===== src/rtl/core/btb_pkg.sv =====
// ============================================================================
// btb_pkg: shared definitions for the breadcrumb trail buffer
// Field widths, register indexes, result codes, sequencer states and the
// control/flag bundles passed to the distance unit.
// ============================================================================
`default_nettype none

package btb_pkg;

  // Ring capacity ceiling and default trail depth
  localparam int MAX_CAP         = 16;
  localparam int TRAIL_DEPTH_DEF = 16;

  // Field widths
  localparam int POS_W    = 24;
  localparam int SPD_W    = 16;
  localparam int HD_W     = 16;
  localparam int KIND_W   = 2;
  localparam int ACT_W    = 2;
  localparam int IDX_W    = 4;
  localparam int CNT_W    = 5;
  localparam int CRUMB_W  = 2 * POS_W + HD_W;
  localparam int SQ_W     = 2 * POS_W;
  localparam int DIST_W   = 2 * POS_W + 1;

  // Configuration port
  localparam int CFG_IDX_W   = 2;
  localparam int CFG_DATA_W  = 16;
  localparam int STRIDE_W    = 16;
  localparam int TSIZE_W     = 5;
  localparam int MINSPD_W    = 15;
  localparam int TOL_W       = 16;

  localparam logic [CFG_IDX_W-1:0] CFG_STRIDE  = 2'd0;
  localparam logic [CFG_IDX_W-1:0] CFG_TSIZE   = 2'd1;
  localparam logic [CFG_IDX_W-1:0] CFG_MINSPD  = 2'd2;
  localparam logic [CFG_IDX_W-1:0] CFG_TOL     = 2'd3;

  localparam logic [STRIDE_W-1:0] STRIDE_RST = 16'd100;
  localparam logic [TSIZE_W-1:0]  TSIZE_RST  = 5'd10;
  localparam logic [MINSPD_W-1:0] MINSPD_RST = 15'd50;
  localparam logic [TOL_W-1:0]    TOL_RST    = 16'd50;

  // Result kinds
  localparam logic [KIND_W-1:0] KIND_STATUS = 2'd0;
  localparam logic [KIND_W-1:0] KIND_CRUMB  = 2'd1;
  localparam logic [KIND_W-1:0] KIND_EMPTY  = 2'd2;

  // Sample actions
  localparam logic [ACT_W-1:0] ACT_NONE     = 2'd0;
  localparam logic [ACT_W-1:0] ACT_DROPPED  = 2'd1;
  localparam logic [ACT_W-1:0] ACT_TRIMMED  = 2'd2;
  localparam logic [ACT_W-1:0] ACT_CONSUMED = 2'd3;

  // Sequencer states
  typedef enum logic [3:0] {
    ST_IDLE,
    ST_DIFF,
    ST_MX,
    ST_MY,
    ST_MT,
    ST_CMP,
    ST_DROP,
    ST_TRIM,
    ST_EMIT,
    ST_RD_ADDR,
    ST_RD_DATA
  } state_t;

  // Distance unit operations
  typedef enum logic [2:0] {
    DU_NONE,
    DU_DIFF,
    DU_MX,
    DU_MY,
    DU_MT
  } du_op_t;

  typedef struct packed {
    du_op_t op;
  } dist_ctrl_t;

  typedef struct packed {
    logic ge;   // squared distance >= squared threshold
    logic le;   // squared distance <= squared threshold
  } dist_flags_t;

endpackage

`default_nettype wire


===== src/rtl/core/btb_ram.sv =====
// ============================================================================
// btb_ram: generic simple dual-port RAM
// One write port, one read port with registered read data.
// ============================================================================
`default_nettype none

module btb_ram #(
  parameter int WIDTH = btb_pkg::CRUMB_W,
  parameter int DEPTH = btb_pkg::MAX_CAP
) (
  input  wire logic                     clk,
  input  wire logic                     we,
  input  wire logic [$clog2(DEPTH)-1:0] waddr,
  input  wire logic [WIDTH-1:0]         wdata,
  input  wire logic                     re,
  input  wire logic [$clog2(DEPTH)-1:0] raddr,
  output      logic [WIDTH-1:0]         rdata
);

  logic [WIDTH-1:0] mem [DEPTH];

  always_ff @(posedge clk) begin
    if (we) begin
      mem[waddr] <= wdata;
    end
    if (re) begin
      rdata <= mem[raddr];
    end
  end

endmodule

`default_nettype wire


===== src/rtl/core/btb_dist_unit.sv =====
// ============================================================================
// btb_dist_unit: shared squared-distance unit
// One 24x24 squarer reused for dx^2, dy^2 and threshold^2, with a product
// register and an accumulator; compares the sum against the threshold square.
// ============================================================================
`default_nettype none

module btb_dist_unit (
  input  wire logic                              clk,
  input  wire btb_pkg::dist_ctrl_t               ctrl,
  input  wire logic signed [btb_pkg::POS_W-1:0]  pa_x,
  input  wire logic signed [btb_pkg::POS_W-1:0]  pa_y,
  input  wire logic signed [btb_pkg::POS_W-1:0]  pb_x,
  input  wire logic signed [btb_pkg::POS_W-1:0]  pb_y,
  input  wire logic [btb_pkg::TOL_W-1:0]         thr,
  output      btb_pkg::dist_flags_t              flags
);

  logic signed [btb_pkg::POS_W:0]   dx, dy;
  logic [btb_pkg::POS_W-1:0]        dx_abs, dy_abs;
  logic [btb_pkg::POS_W-1:0]        adx, ady;
  logic [btb_pkg::POS_W-1:0]        mop;
  logic [btb_pkg::SQ_W-1:0]         sq;
  logic [btb_pkg::SQ_W-1:0]         prod;
  logic [btb_pkg::DIST_W-1:0]       acc;

  // Difference of two 24-bit values fits 25 bits; magnitude fits 24.
  assign dx = {pa_x[btb_pkg::POS_W-1], pa_x} - {pb_x[btb_pkg::POS_W-1], pb_x};
  assign dy = {pa_y[btb_pkg::POS_W-1], pa_y} - {pb_y[btb_pkg::POS_W-1], pb_y};
  assign dx_abs = dx[btb_pkg::POS_W] ? btb_pkg::POS_W'(-dx) : btb_pkg::POS_W'(dx);
  assign dy_abs = dy[btb_pkg::POS_W] ? btb_pkg::POS_W'(-dy) : btb_pkg::POS_W'(dy);

  always_comb begin
    unique case (ctrl.op)
      btb_pkg::DU_MX: mop = adx;
      btb_pkg::DU_MY: mop = ady;
      btb_pkg::DU_MT: mop = btb_pkg::POS_W'(thr);
      default:        mop = '0;
    endcase
  end

  assign sq = mop * mop;

  always_ff @(posedge clk) begin
    case (ctrl.op)
      btb_pkg::DU_DIFF: begin
        adx <= dx_abs;
        ady <= dy_abs;
      end
      btb_pkg::DU_MX: begin
        prod <= sq;
      end
      btb_pkg::DU_MY: begin
        prod <= sq;
        acc  <= btb_pkg::DIST_W'(prod);
      end
      btb_pkg::DU_MT: begin
        prod <= sq;
        acc  <= acc + btb_pkg::DIST_W'(prod);
      end
      default: begin
      end
    endcase
  end

  assign flags.ge = (acc >= btb_pkg::DIST_W'(prod));
  assign flags.le = (acc <= btb_pkg::DIST_W'(prod));

endmodule

`default_nettype wire


===== src/rtl/core/breadcrumb_trail_buffer.sv =====
// ============================================================================
// breadcrumb_trail_buffer: bounded trail of planar poses
// Odometry samples drop, trim or consume crumbs; a read request walks the
// whole trail oldest first.
// ============================================================================
// Usage
//   Input channel (in_valid / in_stall): one beat is a request. req_type 0 is
//   an odometry sample, 1 reads out the trail. in_stall stays high from the
//   accepting edge until the sequencer is back in idle.
//   Output channel (out_valid / out_stall): a sample gives one status beat;
//   a readout gives one beat per crumb (oldest first) or one empty beat.
//   last marks the final beat of a request.
//   Config port: cfg_we writes cfg_data into register cfg_index at once.
//   Datapath: crumbs live in a RAM with registered read; distances go through
//   one shared squarer (dx^2, dy^2, threshold^2, then compare).
//     - sample, no distance needed: a first drop if due, then the status beat
//     - sample with a distance check: difference, squarings, compare, any drop/trim, status beat
//     - readout: per crumb a RAM read, then output load
//   The next request is taken in the cycle after the final beat is loaded
//   into the output register, even while that beat still waits.
//   Reset: trail empty, drop reference cleared, registers to defaults;
//   crumb storage itself is not cleared (only held crumbs are ever read).
//   Receiver stall: the output register holds its beat and the sequencer
//   waits in place, so nothing is lost or repeated.
// ============================================================================
`default_nettype none

module breadcrumb_trail_buffer #(
  parameter int TRAIL_DEPTH = btb_pkg::TRAIL_DEPTH_DEF
) (
  input  wire logic                                clk,
  input  wire logic                                rst,
  // configuration
  input  wire logic                                cfg_we,
  input  wire logic [btb_pkg::CFG_IDX_W-1:0]       cfg_index,
  input  wire logic [btb_pkg::CFG_DATA_W-1:0]      cfg_data,
  // request channel
  input  wire logic                                in_valid,
  output      logic                                in_stall,
  input  wire logic                                req_type,
  input  wire logic signed [btb_pkg::POS_W-1:0]    pos_x,
  input  wire logic signed [btb_pkg::POS_W-1:0]    pos_y,
  input  wire logic signed [btb_pkg::SPD_W-1:0]    vel_x,
  input  wire logic [btb_pkg::HD_W-1:0]            heading,
  // result channel
  output      logic                                out_valid,
  input  wire logic                                out_stall,
  output      logic [btb_pkg::KIND_W-1:0]          kind,
  output      logic [btb_pkg::ACT_W-1:0]           action,
  output      logic signed [btb_pkg::POS_W-1:0]    crumb_x,
  output      logic signed [btb_pkg::POS_W-1:0]    crumb_y,
  output      logic [btb_pkg::HD_W-1:0]            crumb_heading,
  output      logic [btb_pkg::IDX_W-1:0]           crumb_index,
  output      logic [btb_pkg::CNT_W-1:0]           crumb_count,
  output      logic                                last
);

  // Ring capacity, slot index width, count width
  localparam int Cap = (TRAIL_DEPTH < btb_pkg::MAX_CAP) ? TRAIL_DEPTH : btb_pkg::MAX_CAP;
  localparam int IW  = $clog2(Cap);
  localparam int CW  = $clog2(Cap + 1);
  localparam logic [IW:0]   CapS = (IW + 1)'(Cap);
  localparam logic [CW-1:0] CapC = CW'(Cap);

  // Slot arithmetic: sum of two values below 2*Cap folds back into range
  function automatic logic [IW-1:0] wrap_slot(input logic [IW:0] s);
    logic [IW:0] r;
    r = (s >= CapS) ? (s - CapS) : s;
    return r[IW-1:0];
  endfunction

  // --------------------------------------------------------------------------
  // Configuration registers
  // --------------------------------------------------------------------------
  logic [btb_pkg::STRIDE_W-1:0] stride_mm;
  logic [btb_pkg::TSIZE_W-1:0]  trail_size;
  logic [btb_pkg::MINSPD_W-1:0] min_forward_speed;
  logic [btb_pkg::TOL_W-1:0]    consume_tolerance_mm;

  always_ff @(posedge clk) begin
    if (rst) begin
      stride_mm            <= btb_pkg::STRIDE_RST;
      trail_size           <= btb_pkg::TSIZE_RST;
      min_forward_speed    <= btb_pkg::MINSPD_RST;
      consume_tolerance_mm <= btb_pkg::TOL_RST;
    end else if (cfg_we) begin
      unique case (cfg_index)
        btb_pkg::CFG_STRIDE: stride_mm            <= cfg_data;
        btb_pkg::CFG_TSIZE:  trail_size           <= cfg_data[btb_pkg::TSIZE_W-1:0];
        btb_pkg::CFG_MINSPD: min_forward_speed    <= cfg_data[btb_pkg::MINSPD_W-1:0];
        btb_pkg::CFG_TOL:    consume_tolerance_mm <= cfg_data;
        default: begin
        end
      endcase
    end
  end

  // Effective trail limit: 0 acts as 1, anything above capacity as capacity
  logic [CW-1:0] lim;
  always_comb begin
    if (trail_size == '0) begin
      lim = CW'(1);
    end else if (trail_size > btb_pkg::TSIZE_W'(Cap)) begin
      lim = CapC;
    end else begin
      lim = CW'(trail_size);
    end
  end

  // --------------------------------------------------------------------------
  // State
  // --------------------------------------------------------------------------
  btb_pkg::state_t state, state_next;

  logic [IW-1:0]                  oldest, oldest_next;
  logic [CW-1:0]                  held, held_next;
  logic                           ref_valid, ref_valid_next;
  logic signed [btb_pkg::POS_W-1:0] ref_x, ref_y;
  logic [btb_pkg::ACT_W-1:0]      act, act_next;
  logic [IW-1:0]                  ri, ri_next;

  // latched request
  logic signed [btb_pkg::POS_W-1:0] px, py;
  logic [btb_pkg::HD_W-1:0]       hd;
  logic                           mode_drop;
  logic [btb_pkg::KIND_W-1:0]     emit_kind;

  logic in_acc;
  logic speed_ok;
  logic out_free;
  logic out_load;

  assign in_stall = (state != btb_pkg::ST_IDLE);
  assign in_acc   = in_valid && !in_stall;
  assign out_free = !out_valid || !out_stall;
  assign speed_ok = $signed({vel_x[btb_pkg::SPD_W-1], vel_x})
                  > $signed({2'b00, min_forward_speed});

  // --------------------------------------------------------------------------
  // Crumb RAM and distance unit
  // --------------------------------------------------------------------------
  logic                         ram_we, ram_re;
  logic [IW-1:0]                ram_waddr, ram_raddr;
  logic [btb_pkg::CRUMB_W-1:0]  ram_wdata, ram_rdata;
  logic [IW:0]                  rd_off;

  logic signed [btb_pkg::POS_W-1:0] slot_x, slot_y;
  logic [btb_pkg::HD_W-1:0]         slot_hd;

  assign ram_wdata = {hd, py, px};
  assign slot_x    = ram_rdata[btb_pkg::POS_W-1:0];
  assign slot_y    = ram_rdata[2*btb_pkg::POS_W-1:btb_pkg::POS_W];
  assign slot_hd   = ram_rdata[btb_pkg::CRUMB_W-1:2*btb_pkg::POS_W];

  // write goes to slot_of(held); when full this is the oldest slot
  assign ram_waddr = wrap_slot((IW + 1)'(oldest) + (IW + 1)'(held));
  // idle reads the newest crumb for a possible consume, readout walks ri
  assign rd_off    = (state == btb_pkg::ST_IDLE) ? (IW + 1)'(held - CW'(1))
                                                 : (IW + 1)'(ri);
  assign ram_raddr = wrap_slot((IW + 1)'(oldest) + rd_off);

  btb_ram #(
    .WIDTH (btb_pkg::CRUMB_W),
    .DEPTH (Cap)
  ) u_ram (
    .clk   (clk),
    .we    (ram_we),
    .waddr (ram_waddr),
    .wdata (ram_wdata),
    .re    (ram_re),
    .raddr (ram_raddr),
    .rdata (ram_rdata)
  );

  btb_pkg::dist_ctrl_t  du_ctrl;
  btb_pkg::dist_flags_t du_flags;

  btb_dist_unit u_dist (
    .clk   (clk),
    .ctrl  (du_ctrl),
    .pa_x  (px),
    .pa_y  (py),
    .pb_x  (mode_drop ? ref_x : slot_x),
    .pb_y  (mode_drop ? ref_y : slot_y),
    .thr   (mode_drop ? stride_mm : consume_tolerance_mm),
    .flags (du_flags)
  );

  // --------------------------------------------------------------------------
  // Sequencer
  // --------------------------------------------------------------------------
  logic [CW-1:0] trim_k;
  logic          rd_last;

  assign trim_k  = held - lim;
  assign rd_last = ((CW'(ri) + CW'(1)) == held);

  always_comb begin
    state_next     = state;
    oldest_next    = oldest;
    held_next      = held;
    ref_valid_next = ref_valid;
    act_next       = act;
    ri_next        = ri;
    du_ctrl.op     = btb_pkg::DU_NONE;
    ram_we         = 1'b0;
    ram_re         = 1'b0;
    out_load       = 1'b0;

    unique case (state)
      btb_pkg::ST_IDLE: begin
        ri_next  = '0;
        act_next = btb_pkg::ACT_NONE;
        if (in_acc) begin
          ram_re = (held != '0);
          if (req_type) begin
            state_next = (held == '0) ? btb_pkg::ST_EMIT : btb_pkg::ST_RD_ADDR;
          end else if (speed_ok) begin
            state_next = ref_valid ? btb_pkg::ST_DIFF : btb_pkg::ST_DROP;
          end else begin
            state_next = (held != '0) ? btb_pkg::ST_DIFF : btb_pkg::ST_EMIT;
          end
        end
      end
      btb_pkg::ST_DIFF: begin
        du_ctrl.op = btb_pkg::DU_DIFF;
        state_next = btb_pkg::ST_MX;
      end
      btb_pkg::ST_MX: begin
        du_ctrl.op = btb_pkg::DU_MX;
        state_next = btb_pkg::ST_MY;
      end
      btb_pkg::ST_MY: begin
        du_ctrl.op = btb_pkg::DU_MY;
        state_next = btb_pkg::ST_MT;
      end
      btb_pkg::ST_MT: begin
        du_ctrl.op = btb_pkg::DU_MT;
        state_next = btb_pkg::ST_CMP;
      end
      btb_pkg::ST_CMP: begin
        if (mode_drop) begin
          state_next = du_flags.ge ? btb_pkg::ST_DROP : btb_pkg::ST_EMIT;
        end else begin
          if (du_flags.le) begin
            held_next      = held - CW'(1);
            ref_valid_next = 1'b0;
            act_next       = btb_pkg::ACT_CONSUMED;
          end
          state_next = btb_pkg::ST_EMIT;
        end
      end
      btb_pkg::ST_DROP: begin
        ram_we = 1'b1;
        if (held >= CapC) begin
          oldest_next = wrap_slot((IW + 1)'(oldest) + (IW + 1)'(1));
          act_next    = btb_pkg::ACT_TRIMMED;
        end else begin
          held_next   = held + CW'(1);
          act_next    = btb_pkg::ACT_DROPPED;
        end
        ref_valid_next = 1'b1;
        // trimming to the limit only follows a drop against a held reference
        state_next = ref_valid ? btb_pkg::ST_TRIM : btb_pkg::ST_EMIT;
      end
      btb_pkg::ST_TRIM: begin
        if (held > lim) begin
          oldest_next = wrap_slot((IW + 1)'(oldest) + (IW + 1)'(trim_k));
          held_next   = lim;
          act_next    = btb_pkg::ACT_TRIMMED;
        end
        state_next = btb_pkg::ST_EMIT;
      end
      btb_pkg::ST_EMIT: begin
        if (out_free) begin
          out_load   = 1'b1;
          state_next = btb_pkg::ST_IDLE;
        end
      end
      btb_pkg::ST_RD_ADDR: begin
        ram_re     = 1'b1;
        state_next = btb_pkg::ST_RD_DATA;
      end
      btb_pkg::ST_RD_DATA: begin
        if (out_free) begin
          out_load = 1'b1;
          if (rd_last) begin
            state_next = btb_pkg::ST_IDLE;
          end else begin
            ri_next    = ri + IW'(1);
            state_next = btb_pkg::ST_RD_ADDR;
          end
        end
      end
      default: begin
        state_next = btb_pkg::ST_IDLE;
      end
    endcase
  end

  always_ff @(posedge clk) begin
    if (rst) begin
      state     <= btb_pkg::ST_IDLE;
      oldest    <= '0;
      held      <= '0;
      ref_valid <= 1'b0;
      ref_x     <= '0;
      ref_y     <= '0;
      act       <= btb_pkg::ACT_NONE;
      ri        <= '0;
    end else begin
      state     <= state_next;
      oldest    <= oldest_next;
      held      <= held_next;
      ref_valid <= ref_valid_next;
      act       <= act_next;
      ri        <= ri_next;
      if (state == btb_pkg::ST_DROP) begin
        ref_x <= px;
        ref_y <= py;
      end
    end
  end

  // request payload
  always_ff @(posedge clk) begin
    if (in_acc) begin
      px        <= pos_x;
      py        <= pos_y;
      hd        <= heading;
      mode_drop <= speed_ok;
      emit_kind <= req_type ? btb_pkg::KIND_EMPTY : btb_pkg::KIND_STATUS;
    end
  end

  // --------------------------------------------------------------------------
  // Output register
  // --------------------------------------------------------------------------
  logic is_crumb;
  assign is_crumb = (state == btb_pkg::ST_RD_DATA);

  always_ff @(posedge clk) begin
    if (rst) begin
      out_valid <= 1'b0;
    end else if (out_load) begin
      out_valid <= 1'b1;
    end else if (!out_stall) begin
      out_valid <= 1'b0;
    end
  end

  always_ff @(posedge clk) begin
    if (out_load) begin
      crumb_count <= btb_pkg::CNT_W'(held_next);
      if (is_crumb) begin
        kind          <= btb_pkg::KIND_CRUMB;
        action        <= btb_pkg::ACT_NONE;
        crumb_x       <= slot_x;
        crumb_y       <= slot_y;
        crumb_heading <= slot_hd;
        crumb_index   <= btb_pkg::IDX_W'(ri);
        last          <= rd_last;
      end else begin
        kind          <= emit_kind;
        action        <= act;
        crumb_x       <= '0;
        crumb_y       <= '0;
        crumb_heading <= '0;
        crumb_index   <= '0;
        last          <= 1'b1;
      end
    end
  end

  // --------------------------------------------------------------------------
  // Checks
  // --------------------------------------------------------------------------
  a_held_bound: assert property (@(posedge clk) disable iff (rst)
    held <= CapC)
    else $error("trail count above ring capacity");

  a_busy_after_accept: assert property (@(posedge clk) disable iff (rst)
    in_acc |=> in_stall)
    else $error("request taken while previous one still in flight");

  a_crumb_index: assert property (@(posedge clk) disable iff (rst)
    (out_valid && (kind == btb_pkg::KIND_CRUMB))
      |-> (({1'b0, crumb_index} < crumb_count) && (action == btb_pkg::ACT_NONE)))
    else $error("readout beat index beyond held count");

endmodule

`default_nettype wire

===== config.mk =====
export PLATFORM = sky130hd
export DESIGN_NAME = breadcrumb_trail_buffer
export DESIGN_NICKNAME = d
export VERILOG_FILES = /design/src/rtl/core/btb_pkg.sv /design/src/rtl/core/btb_ram.sv /design/src/rtl/core/btb_dist_unit.sv /design/src/rtl/core/breadcrumb_trail_buffer.sv
export SDC_FILE = /design/constraint.sdc
export NUM_CORES = 2
export LEC_CHECK = 0
export BUFFER_PORTS_ARGS = -buffer_cell sky130_fd_sc_hd__clkbuf_2
export CORE_UTILIZATION = 55
export CTS_BUF_LIST = sky130_fd_sc_hd__clkbuf_4 sky130_fd_sc_hd__clkbuf_8
export DETAILED_ROUTE_END_ITERATION = 6
export PLACE_DENSITY = 0.71
export SETUP_SLACK_MARGIN = 0.15
export SLEW_MARGIN = 20
export SYNTH_ARGS = -nofsm -noshare
export SYNTH_HDL_FRONTEND = slang
export SYNTH_HIERARCHICAL = 1
export SYNTH_SLANG_ARGS = --single-unit

===== constraint.sdc =====
create_clock -name clk -period 16.84 [get_ports clk]
set_clock_uncertainty 0.15 [all_clocks]
set_input_delay 3.368 -clock clk [delete_from_list [all_inputs] [get_ports clk]]
set_output_delay 3.368 -clock clk [all_outputs]
set_load 0.005 [all_outputs]

# [Word level (Yosys, flattened, before mapping)]
# Memories as Yosys holds them, arrays and structs flattened. A register that Yosys moved wholly into a read port is not among the register bits.
# Cells that the tools add are included.
# W data, S select, Z words.
[op_classes] n_shift=0 add_sub_neg=18 order_cmp=10 n_mux=57 n_eq_ne=27 n_div=0 multipliers=1 reduce_logical=27 bitwise=0
[op_table] cell="$pmux W49 S2" n=1
[op_table] cell="$mux W24" n=4
[op_table] cell="$mux W4" n=18
[op_table] cell="$pmux W24 S3" n=1
[op_table] cell="$sub A24 B24 Y25" n=2
[op_table] cell="$add A49 B48 Y49" n=1
[op_table] cell="$ge A49 B48 Y1" n=1
[op_table] cell="$le A49 B48 Y1" n=1
[op_table] cell="$mul A24 B24 Y48" n=1
[op_table] cell="$neg A24 Y24" n=2
[op_table] cell="$pmux W4 S11" n=1
[op_table] cell="$mux W5" n=7
[op_table] cell="$ge A5 B5 Y1 const B" n=5
[op_table] cell="$eq A4 B3 Y1 const B" n=4
[op_table] cell="$gt A16 B16 Y1" n=1
[op_table] cell="$mux W16" n=1
[op_table] cell="$ne A2 B2 Y1 const B" n=8
[op_table] cell="$pmux W4 S2" n=2
[op_table] cell="$sub A4 B1 Y4 const B" n=4
[op_table] cell="$add A4 B5 Y5" n=3
[op_table] cell="$pmux W5 S3" n=1
[op_table] cell="$eq A4 B4 Y1 const B" n=3
[op_table] cell="$pmux W3 S4" n=1
[op_table] cell="$reduce_and A3 Y1" n=4
[op_table] cell="other kinds (34)" n=63
[totals] ff_bits=411 romBits=0 ramBits=1024 inputBits=104 latch_bits=0 n_memories=1 output_inout_bits=80
[mem_list] memory="u_ram.mem" depth=16 width=64 rd=1 rd_ports_with_merged_regs=1 wr=1 line_no="btb_ram.sv:20" rtl="logic [WIDTH-1:0] mem [DEPTH];"

# [Depth between registers and ports, before layout]
[logic_depth] word_depth=9 mapped_depth=40 ltp_nobuf=34

# [By module]
# The synthesis kept the hierarchy.
[by_module_without_submodules] mod="btb_ram" cells_per_inst=1647 seq_area_each_um2=32671.3 area_per_inst_um2=40223.6 n_inst=1
[by_module_without_submodules] mod="btb_dist_unit" cells_per_inst=3306 seq_area_each_um2=4324.1 area_per_inst_um2=28957.8 n_inst=1
[by_module_without_submodules] mod="breadcrumb_trail_buffer" cells_per_inst=1096 seq_area_each_um2=6746.5 area_per_inst_um2=11697.5 n_inst=1

# [Least setup slack after synthesis]
# OpenSTA, ideal clock, no wires.
[synth_path] kind="register -> register" start="register state[2]" end="register u_dist/prod[46] in the netlist's numbering, data pin" required_ns=16.432 arrival_time_ns=9.117 setup_time_ns=0.258 slack_ns=7.315 period_less_slack_ns=9.525 path_stages_with_launch=36 n_path_buf=6 cell_sequence="dfxtp_1 > buf_2 > buf_2 > nor2_1 > clkbuf_1 > clkbuf_1 > buf_1 > mux2i_1 > o21ai_1 > clkbuf_1 > nand2_1 > fa_1 > inv_1 > fa_1 > inv_1 > fa_1 > inv_1 > fa_1 > inv_1 > fa_1 > inv_1 > fa_1 > inv_1 > fa_1 > inv_1 > ha_1 > a21oi_1 > o21ai_0 > a2111oi_0 > a21oi_1 > o211ai_1 > a31oi_1 > o41ai_1 > o21ai_0 > a21oi_1 > xnor2_1"
[synth_rtl] element="start: declaration" line_no="breadcrumb_trail_buffer.sv:113" rtl="btb_pkg::state_t state, state_next;"
[synth_rtl] element="start signal: assignment" line_no="breadcrumb_trail_buffer.sv:303" rtl="state <= btb_pkg::ST_IDLE;"
[synth_rtl] element="start signal: assignment" line_no="breadcrumb_trail_buffer.sv:312" rtl="state <= state_next;"
[synth_rtl] element="end signal: assignment" line_no="btb_dist_unit.sv:51" rtl="prod <= sq;"
[synth_rtl] element="end signal: assignment" line_no="btb_dist_unit.sv:54" rtl="prod <= sq;"
[synth_rtl] element="end signal: assignment" line_no="btb_dist_unit.sv:58" rtl="prod <= sq;"
[synth_rtl] element="end: declaration" line_no="btb_dist_unit.sv:24" rtl="logic [btb_pkg::SQ_W-1:0] prod;"

==> impl_metrics.toml <==
[outcome]
status = "finished clean"

[layout]
final_layout_size_suffix_gt1_share_pct = 16.23
synthToLayoutAreaGrowth_pct = 9.686
final_nets = 7182

[drt]
wire_per_inst_um = 24.25
antenna_left = 0
num_vias = 49643
drt_iter0_drc = 4279
drt-pass1-iter-count = 6
routed_via_density = 5.894
drt_wl_total_mm = 204.2
drc = 0

[power]
swShare_pct = 28.84
seqPwrFrac_pct = 46.7
p_sw_w = 0.002711
leakage_nw = 34.83
power_frac_comb_pct = 20.4
powerDensity_nw_per_um2 = 106.0
vdd_drop_max_mv = 0.09004
power.internal_w = 0.006689
pwr-share-clk_pct = 32.9

[clocking]
cts_made_buffers = 232
cts_resized = 0
cts_max_level = 4
cts_tree = "built"
cts_setup_buffers = 0
clock_insertion_delay_worst_skew_ns = 0.99
cts.reportedPaths.clkPinSlew_ns = 0.06
cts_sinks = 1497
ctsHoldBuffers = 0
cts_root_buf = "clkbuf_8"
clock_path_buffers = 3

[synthesis]
async_flop_share_pct = 0
synth_most_common_cell = "edfxtp_1"
netlist_area_um2 = 80880
seq_area_frac_synth_pct = 54.08
synth_edf_count = 1376
yosys_warnings = 6
syn_inst = 6049
yosysTopAreaCellShare_pct = 51.09
synth_common_cells = "edfxtp_1 (1376), inv_1 (816), nand2_1 (595), fa_1 (430), ha_1 (347)"
synth_area_per_cell_um2 = 13.37
synth.distinct_cells = 114
yosys.area.top_type = "edfxtp_1"
ys_ff_latch = 1497
postSynthNetCount = 6930
synth_flop_cell = "edfxtp_1"
synth_top_cells_by_area = "edfxtp_1 (51%), fa_1 (11%), mux4_2 (7.1%)"

[setup_path]
arrival_ns = 11.81
crit_buf_inv = 10
worst_setup_path_end_kind = "flip-flop"
startpoint_type = "flip-flop"
cpLargestDelayFamily = "adder cells"
cp.depth = 35
r2r-start = "state[0]"
crit_start = "state[0]"
path_class = "reg2reg"
rrSetupSlack_ns = 5.57
critPathRequiredTime_ns = 17.38
crit_fanout = 32
crit_end = "u_dist/prod[46]"
slowest_delay_ns = 0.76
slowest_stage = "dfxtp_1"
ff2ff_path_depth = 35
rr_endpoint = "u_dist/prod[46]"

[floorplan]
dieArea_um2 = 148600
die_width_um = 385.5
die_y_um = 385.5
fp-row-count = 140
num_io_pins = 184
start_util_pct = 55.50
coreArea_um2 = 145700

[global_routing]
use_met1_pct = 37.29
grt.busiest_layer = "met2"
grt_use_met3_pct = 4.622
grtUsageTotal_pct = 27.92
use_met2_pct = 46.50
grt_max_degree = 80
grt_antenna_before_repair = 6
grt-ovfl-total = 0
grt_pass1_wl_mm = 306.7
first_global_vias = 50421

[sta]
finalSetupViolCount = 0
slew_violations = 0
fin_crit_sh_pct = 66.94
tns_ns = 0
hold_violations = 0
max_slew_margin_pct = 23.65
finalWorstSetupSlack_ns = 5.568
rsz0062_at_grt = "no"
fmax_ghz = 0.08871
layout_min_cycle_time_ns = 11.27
worst_pin_slew_ns = 1.145

[placed_design]
place_worst_setup_slack_ns = 5.676
gp_congestion = 0.9213
port_buffers = 183
dp_hpwl_mm = 133.1

[min_path]
min_path_type = "reg2reg"

[job]
cap_violations = 0
[logic make-up after synthesis]
family                   after synthesis  share of synthesized area (%)
adder cells (fa/ha/maj)              777                          16.01
multiplexers                         356                          8.487
AO/OA/AOI/OAI                        861                          6.777
buffers and inverters               1077                          5.257
AND/OR/NAND/NOR                     1296                          7.308
flip-flops                          1497                          54.08
XOR/XNOR                             185                          2.076
[placed cells by master (no fill, tap or decap), types with 182 or more instances in the layout]
cell type and instances:
clkbuf_8 237, clkbuf_2 182, inv_1 816, nor2_1 307
mux4_2 256, fa_1 429, a21oi_1 282, nand2_1 592
edfxtp_1 1376, ha_1 346
[power by group through the flow]
stage                     combinational [W]  sequential [W]  clock [W]
after global routing                0.00207         0.00441    0.00331
after global placement              0.00189         0.00446          0
final                               0.00192         0.00439    0.00309
after CTS                           0.00192         0.00439    0.00315
after detailed placement            0.00192         0.00447          0
after floorplan                     0.00141         0.00443          0
[per-layer routing]
layer	wire length, µm	share of wire (%)
met5	29	0.014
met4	6948	3.4
met3	15370	7.5
met2	100700	49
met1	81120	40
[worst min-delay path by stage]
stage	from	to	slack, ns	cells after the start
final	act[1]	act[1]	0.30	2
after global routing	ref_y[1]	ref_y[1]	0.31	2
after CTS	act[1]	act[1]	0.30	2
after detailed placement	ref_y[1]	ref_y[1]	0.29	2
after global placement	ref_y[12]	ref_y[12]	0.29	2
after floorplan	act[1]	act[1]	0.28	2
[stage by stage]
step / util (%) / area, µm² / hold WS (ns) / cells / power [W]
4_1_cts: 60.84 / 88680 / 0.3034 / 8418 / 0.009462
3_3_place_gp: 57.57 / 83910 / 0.2880 / 7983 / 0.006353
5_1_grt: 60.87 / 88710 / 0.3143 / 8420 / 0.009784
6_report: 60.87 / 88710 / 0.3032 / 8422 / 0.009400
3_5_place_dp: 57.57 / 83910 / 0.2937 / 7983 / 0.006387
2_1_floorplan: - / 80880 / 0.2773 / 6049 / 0.005834
[worst register-to-register path: cells and delay by family, from the launching register on]
kind	cells	cell delay, ns
buffers and inverters	10	1.73
and+or+nand+nor	6	1.22
DFF	1	0.76
adders and majority gates	8	3.83
AOI/OAI and AO/OA	10	3.24
xor gates and xnor gates	1	0.08
[layout make-up]
| cell class | instances | area, µm² |
|---|---|---|
| Tap cell | 1917 | 2399 |
| Timing Repair Buffer | 270 | 1592 |
| Clock inverter | 123 | 943.4 |
| Clock buffer | 312 | 3825 |
| Fill cell | 11225 | 57030 |
| Inverter | 825 | 3097 |
| Sequential cell | 1497 | 43750 |
| Antenna cell | 3 | 7.507 |
| Multi-Input combinational cell | 3475 | 33100 |
[sequential cells by signal, indices dropped and copies added, names as in the netlist, 47 cells and up]
signal / flops
u_dist/prod: 47
u_ram/mem: 1024
u_ram/rdata: 64
u_dist/acc: 49
Power figures use the tool's default switching activity.
